[config.mk]
export PLATFORM = sky130hd
export DESIGN_NAME = sorted_insert_priority_queue_top
export DESIGN_NICKNAME = d
export VERILOG_FILES = /design/src/spq_pkg.sv /design/src/sorted_insert_priority_queue_top.sv /design/src/spq_cell.sv
export SDC_FILE = /design/constraint.sdc
export NUM_CORES = 1
export LEC_CHECK = 0
export BUFFER_PORTS_ARGS = -buffer_cell sky130_fd_sc_hd__buf_2
export CORE_UTILIZATION = 45
export CTS_CLUSTER_DIAMETER = 200
export DETAILED_ROUTE_END_ITERATION = 8
export GPL_TIMING_DRIVEN = 0
export PLACE_DENSITY = 0.62
export SLEW_MARGIN = 20
export SYNTH_ARGS = -nofsm -noshare
export SYNTH_HDL_FRONTEND = slang
export SYNTH_SLANG_ARGS = --single-unit
[constraint.sdc]
create_clock -name aclk -period 5.6 [get_ports aclk]
set_clock_uncertainty 0.05 [all_clocks]
set_input_delay 1.12 -clock aclk [delete_from_list [all_inputs] [get_ports aclk]]
set_output_delay 1.12 -clock aclk [all_outputs]
set_load 0.02 [all_outputs]
[src/spq_pkg.sv]
// shared types and constants for the sorted-insert priority queue
// no dependencies; imported by spq_cell and sorted_insert_priority_queue_top
package spq_pkg;

    // storage geometry
    localparam int DEPTH          = 16;
    localparam int PAYLOAD_WIDTH  = 32;
    localparam int PRIORITY_WIDTH = 8;

    // count holds 0..DEPTH, index addresses one slot
    localparam int CNT_W = $clog2(DEPTH + 1);
    localparam int IDX_W = $clog2(DEPTH);

    // stream data widths, rounded up to whole bytes
    localparam int STATUS_W     = 2;
    localparam int IN_RAW_W     = PAYLOAD_WIDTH + PRIORITY_WIDTH;
    localparam int IN_DATA_W    = ((IN_RAW_W + 7) / 8) * 8;
    localparam int OUT_RAW_W    = 3 * PAYLOAD_WIDTH + STATUS_W + CNT_W;
    localparam int OUT_DATA_W   = ((OUT_RAW_W + 7) / 8) * 8;

    // operation kinds on s_tuser
    localparam logic KIND_ENQ = 1'b0;
    localparam logic KIND_DEQ = 1'b1;

    // result status codes
    localparam logic [STATUS_W-1:0] ST_OK    = 2'd0;
    localparam logic [STATUS_W-1:0] ST_EMPTY = 2'd1;
    localparam logic [STATUS_W-1:0] ST_FULL  = 2'd2;

    // broadcast to every cell in the accept cycle
    typedef struct packed {
        logic                      enq;
        logic [PAYLOAD_WIDTH-1:0]  payload;
        logic [PRIORITY_WIDTH-1:0] priority_req;
    } spq_op_t;

endpackage

[src/sorted_insert_priority_queue_top.sv]
// Sorted-insert priority queue: a row of DEPTH cells, slot 0 lowest priority.
// For each item, in the accept cycle every cell compares its priority with
// the incoming one and, on an enqueue, shifts or loads in parallel, and the
// count register moves; in the next cycle the result is formed from the
// count-indexed top slot and slot 0 into the output register. A new item is
// taken only while no result is being formed and the output register is
// empty or its result is taken in the same cycle, so the next item waits while
// the result of the last one is being formed. No clearing pass after reset.
// depends on spq_pkg and spq_cell
module sorted_insert_priority_queue_top (
    input  logic                              aclk,
    input  logic                              aresetn,
    input  logic                              s_tvalid,
    output logic                              s_tready,
    // s_tdata fields from bit 0: payload, priority_req
    input  logic [spq_pkg::IN_DATA_W-1:0]     s_tdata,
    // s_tuser fields from bit 0: kind
    input  logic                              s_tuser,
    output logic                              m_tvalid,
    input  logic                              m_tready,
    // m_tdata fields from bit 0: taken_payload, status, highest_payload,
    // lowest_payload, entry_count
    output logic [spq_pkg::OUT_DATA_W-1:0]    m_tdata
);
    import spq_pkg::*;

    logic                      accept;
    logic                      is_deq;
    logic                      full;
    logic                      empty;
    spq_op_t                   op;

    logic [CNT_W-1:0]          count_reg, count_next;
    logic                      pend_reg;
    logic [PAYLOAD_WIDTH-1:0]  taken_reg;
    logic [STATUS_W-1:0]       status_reg;
    logic                      m_tvalid_reg;
    logic [OUT_DATA_W-1:0]     out_reg;

    logic [DEPTH-1:0]          valid_vec;
    logic [DEPTH-1:0]          gt_vec;
    logic [PAYLOAD_WIDTH-1:0]  pay_row [DEPTH];
    logic [PRIORITY_WIDTH-1:0] pri_row [DEPTH];
    logic [IDX_W-1:0]          top_idx;
    logic [PAYLOAD_WIDTH-1:0]  top_pay;
    logic [PAYLOAD_WIDTH-1:0]  high_pay;
    logic [PAYLOAD_WIDTH-1:0]  low_pay;
    logic [CNT_W-1:0]          count_dec;

    // handshake
    assign s_tready = !pend_reg && (!m_tvalid_reg || m_tready);
    assign accept   = s_tvalid && s_tready;
    assign is_deq   = (s_tuser == KIND_DEQ);
    assign full     = (count_reg == CNT_W'(DEPTH));
    assign empty    = (count_reg == '0);

    // operation broadcast to the row
    assign op.enq          = accept && !is_deq && !full;
    assign op.payload      = s_tdata[PAYLOAD_WIDTH-1:0];
    assign op.priority_req = s_tdata[PAYLOAD_WIDTH +: PRIORITY_WIDTH];

    // row of cells; slot i is occupied when the count passes it
    genvar gi;
    generate
        for (gi = 0; gi < DEPTH; gi++) begin : g_cell
            assign valid_vec[gi] = (count_reg > CNT_W'(gi));
            if (gi == 0) begin : g_base
                spq_cell u_cell (
                    .aclk           (aclk),
                    .op             (op),
                    .self_valid     (valid_vec[0]),
                    .below_valid    (1'b1),
                    .below_gt       (1'b0),
                    .below_payload  ('0),
                    .below_priority ('0),
                    .gt             (gt_vec[0]),
                    .payload        (pay_row[0]),
                    .priority_out   (pri_row[0])
                );
            end else begin : g_link
                spq_cell u_cell (
                    .aclk           (aclk),
                    .op             (op),
                    .self_valid     (valid_vec[gi]),
                    .below_valid    (valid_vec[gi-1]),
                    .below_gt       (gt_vec[gi-1]),
                    .below_payload  (pay_row[gi-1]),
                    .below_priority (pri_row[gi-1]),
                    .gt             (gt_vec[gi]),
                    .payload        (pay_row[gi]),
                    .priority_out   (pri_row[gi])
                );
            end
        end
    endgenerate

    // highest occupied slot, read at one address
    assign count_dec = count_reg - CNT_W'(1);
    assign top_idx   = count_dec[IDX_W-1:0];
    assign top_pay   = pay_row[top_idx];
    assign high_pay  = empty ? '0 : top_pay;
    assign low_pay   = empty ? '0 : pay_row[0];

    // count update in the accept cycle
    always_comb begin
        count_next = count_reg;
        if (accept) begin
            if (is_deq && !empty) begin
                count_next = count_dec;
            end else if (!is_deq && !full) begin
                count_next = count_reg + CNT_W'(1);
            end
        end
    end

    // control registers
    always_ff @(posedge aclk) begin
        if (!aresetn) begin
            count_reg    <= '0;
            pend_reg     <= 1'b0;
            m_tvalid_reg <= 1'b0;
        end else begin
            count_reg <= count_next;
            pend_reg  <= accept;
            if (pend_reg) begin
                m_tvalid_reg <= 1'b1;
            end else if (m_tready) begin
                m_tvalid_reg <= 1'b0;
            end
        end
    end

    // taken payload and status, captured before the row changes
    always_ff @(posedge aclk) begin
        if (accept) begin
            taken_reg  <= '0;
            status_reg <= ST_OK;
            if (is_deq) begin
                if (empty) begin
                    status_reg <= ST_EMPTY;
                end else begin
                    taken_reg <= top_pay;
                end
            end else if (full) begin
                status_reg <= ST_FULL;
            end
        end
    end

    // result register, formed from the updated row
    always_ff @(posedge aclk) begin
        if (pend_reg) begin
            out_reg <= OUT_DATA_W'({count_reg, low_pay, high_pay, status_reg, taken_reg});
        end
    end

    assign m_tvalid = m_tvalid_reg;
    assign m_tdata  = out_reg;

    // count never exceeds the row
    a_count_range: assert property (@(posedge aclk) disable iff (!aresetn)
        count_reg <= CNT_W'(DEPTH))
        else $error("entry count beyond depth");

    // result formation only happens into a free output register
    a_pend_free: assert property (@(posedge aclk) disable iff (!aresetn)
        pend_reg |-> !m_tvalid_reg)
        else $error("result overwrites a waiting item");

    // a dropped enqueue leaves the count alone
    a_full_drop: assert property (@(posedge aclk) disable iff (!aresetn)
        (accept && !is_deq && full) |=> (count_reg == CNT_W'(DEPTH)))
        else $error("enqueue into full queue changed count");

    // a good dequeue lowers the count by one
    a_deq_count: assert property (@(posedge aclk) disable iff (!aresetn)
        (accept && is_deq && !empty) |=> (count_reg == $past(count_dec)))
        else $error("dequeue count step wrong");

endmodule

[src/spq_cell.sv]
// one slot of the sorted chain: payload and priority plus a local compare
// depends on spq_pkg
module spq_cell (
    input  logic                               aclk,
    input  spq_pkg::spq_op_t                   op,
    input  logic                               self_valid,
    input  logic                               below_valid,
    input  logic                               below_gt,
    input  logic [spq_pkg::PAYLOAD_WIDTH-1:0]  below_payload,
    input  logic [spq_pkg::PRIORITY_WIDTH-1:0] below_priority,
    output logic                               gt,
    output logic [spq_pkg::PAYLOAD_WIDTH-1:0]  payload,
    output logic [spq_pkg::PRIORITY_WIDTH-1:0] priority_out
);
    import spq_pkg::*;

    logic [PAYLOAD_WIDTH-1:0]  payload_reg;
    logic [PRIORITY_WIDTH-1:0] priority_reg;

    // this slot outranks the incoming entry, so the entry goes below it
    assign gt = self_valid && (priority_reg > op.priority_req);

    // shift up from below, take the new entry, or hold
    always_ff @(posedge aclk) begin
        if (op.enq) begin
            if (below_gt) begin
                payload_reg  <= below_payload;
                priority_reg <= below_priority;
            end else if (gt || (!self_valid && below_valid)) begin
                payload_reg  <= op.payload;
                priority_reg <= op.priority_req;
            end
        end
    end

    assign payload      = payload_reg;
    assign priority_out = priority_reg;

endmodule

# ---- Word-level counts from Yosys, hierarchy flattened
# Cells that the tools add are included.
dict set report totals {
  ff_bits 784
  input_bits 45
  out_inout_bits 106
  elab_cells 257
}
dict set report op_classes {
  n_addsub 2
  magnitude_cmp 33
  n_eq_ne 1
  mux 71
  bitwise 1
  reduce_logical 110
}
# operator count
set ops {}
lappend ops {{$mux W32} 33}
lappend ops {{$mux W8} 30}
lappend ops {{$bmux W32 S4} 1}
lappend ops {{$gt A8 B8 Y1} 16}
lappend ops {{$gt A5 B4 Y1 const B} 8}
lappend ops {{$logic_and A1 B1 Y1} 37}
lappend ops {{$reduce_and A2 Y1} 17}
lappend ops {{$reduce_bool A2 Y1} 17}
lappend ops {{$logic_not A1 Y1} 21}
lappend ops {{$gt A5 B3 Y1 const B} 4}
lappend ops {{$logic_or A1 B1 Y1} 17}
lappend ops {{$gt A5 B1 Y1 const B} 2}
lappend ops {{$gt A5 B2 Y1 const B} 2}
lappend ops {{$mux W5} 2}
lappend ops {{$add A5 B1 Y5 const B} 1}
lappend ops {{$eq A5 B5 Y1 const B} 1}
lappend ops {{$ge A5 B5 Y1 const B} 1}
lappend ops {{$logic_not A5 Y1} 1}
lappend ops {{$not A4 Y5} 1}
lappend ops {{$sub A5 B1 Y5 const B} 1}
lappend ops {{$mux W2} 2}
lappend ops {{$mux W1} 3}

# ---- Logic depth before layout (Yosys ltp)
dict set report logic_depth {
  word_depth 7
  ltp_mapped 14
  depth_no_buf 7
}

# ---- By module
# A second synthesis with hierarchy kept.
dict set report hier_totals {
  hier_cells 2590
  area_unflattened_um2 40253.6
}
# module n_inst cells_each area_per_inst_um2 seq_area_each_um2
set by_module_without_submodules {}
lappend by_module_without_submodules {spq_cell 16 125 1930.6 1201.2}
lappend by_module_without_submodules {sorted_insert_priority_queue_top 1 590 9364.0 4254.1}

# ---- Worst setup path after synthesis
# No wires, ideal clock.
dict set report synth_timing {
  path_kind {input to register}
  start {input s_tdata[39] (netlist bit)}
  end {register g_cell[5].g_link.u_cell.payload_reg[0], enable pin}
  setup_time_ps 462
  arrival_time_ps 4917
  required_ps 5088
  slack_ps 171
  stages 9
  cell_sequence {inv_1 > ha_1 > nand2_1 > o21ai_0 > nor3_1 > or3_1 > clkbuf_1 > buf_2 > a31oi_1}
}
dict set report synth_via {
  elab_chain_cells 5
  word_cells_on_any_way 7
  classes_between {order compare (2); reduce/logical (5)}
}
# item line_no
set synth_lines {}
lappend synth_lines {{from (decl)} sorted_insert_priority_queue_top.sv:16} ;# input logic [spq_pkg::IN_DATA_W-1:0] s_tdata,
lappend synth_lines {{$gt A8 B8 Y1} spq_cell.sv:21} ;# assign gt = self_valid && (priority_reg > op.priority_req);
lappend synth_lines {{$logic_and A1 B1 Y1} spq_cell.sv:21}
lappend synth_lines {{$logic_or A1 B1 Y1} spq_cell.sv:29} ;# end else if (gt || (!self_valid && below_valid)) begin
lappend synth_lines {{$reduce_bool A2 Y1 (no line) *} n/a}
lappend synth_lines {{$reduce_and A2 Y1 (no line) *} n/a}
lappend synth_lines {{to (signal assigned)} spq_cell.sv:27} ;# payload_reg <= below_payload;
lappend synth_lines {{to (signal assigned)} spq_cell.sv:30} ;# payload_reg <= op.payload;
lappend synth_lines {{to (decl)} spq_cell.sv:17} ;# logic [PAYLOAD_WIDTH-1:0] payload_reg;
# Mark *: on every way between the ends. The rest lies on a longest branch, timed or not.
# A chain may end at the register's enable or synchronous reset.

# ---- Final worst setup path
dict set report layout_timing {
  start {register count_reg[0]}
  end {register taken_reg[11] (data pin)}
}
dict set report layout_via {
  elab_chain_cells 6
  word_cells_on_any_way 7
  classes_between {add/sub (1); mux (4); bitwise (1); reduce/logical (1)}
}
# item line_no
set layout_lines {}
lappend layout_lines {{from (decl)} sorted_insert_priority_queue_top.sv:33} ;# logic [CNT_W-1:0] count_reg, count_next;
lappend layout_lines {{from (signal assigned)} sorted_insert_priority_queue_top.sv:123} ;# count_reg <= count_next;
lappend layout_lines {{$sub A5 B1 Y5} sorted_insert_priority_queue_top.sv:98} ;# assign count_dec = count_reg - CNT_W'(1);
lappend layout_lines {{$not A4 Y5 (implied by the code)} sorted_insert_priority_queue_top.sv:100} ;# assign top_pay = pay_row[top_idx];
lappend layout_lines {{$bmux W32 S4} sorted_insert_priority_queue_top.sv:100}
lappend layout_lines {{$mux W32 (implied by the code) (2 in series)} sorted_insert_priority_queue_top.sv:100}
lappend layout_lines {{$mux W32 *} n/a}
lappend layout_lines {{to (signal assigned)} sorted_insert_priority_queue_top.sv:142} ;# taken_reg <= top_pay;
lappend layout_lines {{to (decl)} sorted_insert_priority_queue_top.sv:35} ;# logic [PAYLOAD_WIDTH-1:0] taken_reg;
# Mark *: on every way between the ends. The rest lies on a longest branch, timed or not. The select of a mux whose other input is x is not followed.

==> flow_metrics.tcl <==
set metrics [dict create \
    status "completed" \
    synth_cells 2380 \
    clk_pin_slew_worst_paths_ps 60 \
    critical_path.startpoint "count_reg[0]$_SDFFE_PN0P_" \
    clkLatencyLatePin_ps 650 \
    slew_violations 0 \
    finalWirelength_mm 111 \
    initial_antenna_violation_count 7 \
    grt_overflow 0 \
    final_common_cell "sky130_fd_sc_hd__edfxtp_1" \
    synth_cell_types 65 \
    setup.reg_to_reg.worst_slack_ps 150 \
    dpl_worst_slack_ps -43.1 \
    post_drt_wl_per_cell_um 28.5 \
    grt_start_max_net_pins 56 \
    critical_path.most_common_cell "sky130_fd_sc_hd__buf_2" \
    timing.critical_path.arrival_ps 5760 \
    clock_tree.htree_level_count 3 \
    die_area_sq_mm 0.0885 \
    critical_path_class "reg -> reg" \
    layout_worst_path_cycle_share_pct 97.4 \
    netlist_top_cells_area "sky130_fd_sc_hd__edfxtp_1, sky130_fd_sc_hd__mux2_2, sky130_fd_sc_hd__mux4_2, sky130_fd_sc_hd__ha_1, sky130_fd_sc_hd__mux2_4" \
    max-cap-violations 0 \
    design.core.area_sq_mm 0.0866 \
    num-nets-final 2842 \
    port_buffers 149 \
    netlist.top_cell.by_area "sky130_fd_sc_hd__edfxtp_1" \
    die_h_um 297 \
    syn2layout_area_growth_pct 16.2 \
    syn_area_per_cell_sq_um 16.5 \
    grt_first_pass_wirelength_mm 164 \
    cts.root.buffer_cell "sky130_fd_sc_hd__clkbuf_16" \
    clock_tree.buffer_depth 3 \
    drtAntennaViolNets 0 \
    final_critical_path_setup_slack_ps 148 \
    instances_no_fill 3890 \
    via_count 23200 \
    number_of_global_route_vias_before_repair 24600 \
    hold_path.class "reg -> reg" \
    hp-start "taken_reg[6]$_SDFFCE_PN0P_" \
    route.detailed.drc 0 \
    die-width_um 297 \
    cts_made_buffers 86 \
    rr_endpoint "taken_reg[11]$_SDFFCE_PN0P_" \
    timing.slew.headroom_pct 26.6 \
    grt_util_met2_pct 41.9 \
    drt_pass1_iterations 5 \
    fin_hold_ws_ps 365 \
    worst-slew-pin-transition_ps 1090 \
    cts_hold_buf 0 \
    use_met1_pct 33.7 \
    worst_hold_path.endpoint "m_tdata[6]$_DFFE_PP_" \
    fp-row-count 108 \
    synth_enable_flop_cells 777 \
    critical_path.cell_chain "buf_2, buf_6, buf_2, buf_2, inv_1, ha_1, buf_2, clkbuf_1, mux4_2, mux2_2, a21oi_1, nor2_1" \
    tritoncts_clock_tree "yes" \
    finalWeightedCongestion 0.861 \
    max_freq_mhz 183 \
    rsz_0062_raised_after_global_routing "no" \
    worstPathMaxFanout 10 \
    finalSetupViolations 0 \
    p_per_cell_area_mw_per_mm2 387 \
    layout-drive-gt1-share_pct 44.1 \
    synthesis.nets 2559 \
    post_dp_cell_area_sq_mm 0.0428 \
    placed_cells 3730 \
    critPathCaptureType "flip-flop" \
    fillers 7017 \
    ys_seq_area_share_pct 59.7 \
    drt_first_iter_violations 1982 \
    critPathRequiredTime_ps 5910 \
    yosysWarnings 0 \
    ios 151 \
    met3_usage_pct 4.08 \
    ir_drop_mv 0.278 \
    yosysTopAreaCellShare_pct 59.4 \
    synth-seq-cells 784 \
    total_power_uw 17700 \
    largest_register_ffs 480 \
    hold_viol 0 \
    synth_ff_type "sky130_fd_sc_hd__edfxtp_1" \
    syn-cell-area_sq_mm 0.0393 \
    hpwl_dp_mm 77.5 \
    global_route.peak_usage_layer "met2" \
    reg2reg_depth 12 \
    asyncSetResetFlopFracSynth_pct 0 \
    postLayoutCellArea_sq_mm 0.0457 \
    crit_path_max_incr_delay_ps 840 \
    initial_utilization_pct 45.4 \
    global_route.usage.total_pct 25.2 \
    crit-reg2reg-launch "count_reg[0]$_SDFFE_PN0P_" \
    min_path_cells 0 \
    tritoncts_num_sinks 784 \
    commonest_cells_after_routing_fill_and_taps_aside "sky130_fd_sc_hd__edfxtp_1, sky130_fd_sc_hd__mux2_2, sky130_fd_sc_hd__buf_2, sky130_fd_sc_hd__ha_1, sky130_fd_sc_hd__mux4_2" \
    worst_path_max_delay_cell "sky130_fd_sc_hd__clkbuf_1" \
    vias_per_cell 5.97 \
    timing.critical_path.from_type "flip-flop" \
    final_period_minus_worst_setup_slack_ps 5450 \
    cellLeakagePower_uw 0.0160 \
]
kinds of logic after synthesis:
| family | after synthesis | synth area share, % |
|---|---|---|
| other cells | 1 | 0.00954 |
| xor+xnor | 6 | 0.134 |
| mux | 781 | 26.7 |
| simple gates | 278 | 3.52 |
| flops | 784 | 59.7 |
| fa+ha+maj | 134 | 4.27 |
| compound gates | 192 | 3.04 |
| buf+inv | 204 | 2.60 |
cells in the mapped netlist, drive strengths merged (7+ instances only):
master	count
edfxtp	777
mux2	618
ha	134
mux4	128
nor2	128
buf	100
a21oi	71
clkbuf	65
o21ai	45
and2	39
inv	39
mux2i	35
nand3	25
nand4	24
nand2	17
a211oi	13
a21o	11
a31oi	11
nor2b	11
and3	9
dfxtp	7
through the flow:
step | TNS (ps) | utilization (%)
after global placement | -1816400 | 47.9
final | 0 | 52.7
after floorplan | 0 | -
after global routing | 0 | 52.7
after CTS | 0 | 52.7
after detailed placement | -53.9 | 49.5
repair_timing:
| item | in CTS | in global routing |
|---|---|---|
| gates cloned | 0 | 0 |
| setup buffers | 0 | 0 |
| setup endpoints to repair | 2 | 8 |
| gates resized for setup | 1 | 2 |
how the worst max path moves through the flow:
stage                                                    end  cells past startpoint
2_1_floorplan   g_cell[5].g_link.u_cell.payload[0]$_DFFE_PP_                      9
3_3_place_gp   g_cell[5].g_link.u_cell.payload[11]$_DFFE_PP_                     10
3_5_place_dp                     taken_reg[11]$_SDFFCE_PN0P_                     14
4_1_cts                                m_tdata[46]$_DFFE_PP_                     14
5_1_grt                          taken_reg[29]$_SDFFCE_PN0P_                     12
6_report                         taken_reg[11]$_SDFFCE_PN0P_                     12
power breakdown:
| group | total (uW) | switching [uW] | internal [uW] |
|---|---|---|---|
| registers | 7220 | 159 | 7060 |
| logic | 4710 | 2770 | 1940 |
| clock network | 5730 | 2400 | 3330 |
worst max-delay path: cells and delay by family, from the launching register on:
| family | cells | cell delay (ps) |
|---|---|---|
| and+or+nand+nor | 1 | 110 |
| buffers and inverters | 7 | 2850 |
| muxes | 2 | 710 |
| AOI/OAI and AO/OA | 1 | 440 |
| DFF | 1 | 450 |
| adders and majority gates | 1 | 520 |
metal layers:
layer	vias to the layer above	wire, um
met2	889	54200
met1	12100	46400
met5	-	24
met3	180	7210
met4	4	2980
li1	10000	-
layout make-up:
| class | count | area, sq um | area share [%] |
|---|---|---|---|
| flip-flops and latches | 784 | 23500 | 51.4 |
| multi-input cells | 1392 | 15000 | 32.9 |
| clock buffers | 105 | 2330 | 5.10 |
| repair buffers | 195 | 1860 | 4.07 |
| well taps | 1155 | 1450 | 3.16 |
| plain buffers | 165 | 880 | 1.93 |
| clock inverters | 54 | 498 | 1.09 |
| inverters | 39 | 146 | 0.321 |
| diodes | 1 | 2.50 | 0.00548 |
No activity file was read; power rests on OpenSTA's default activity.
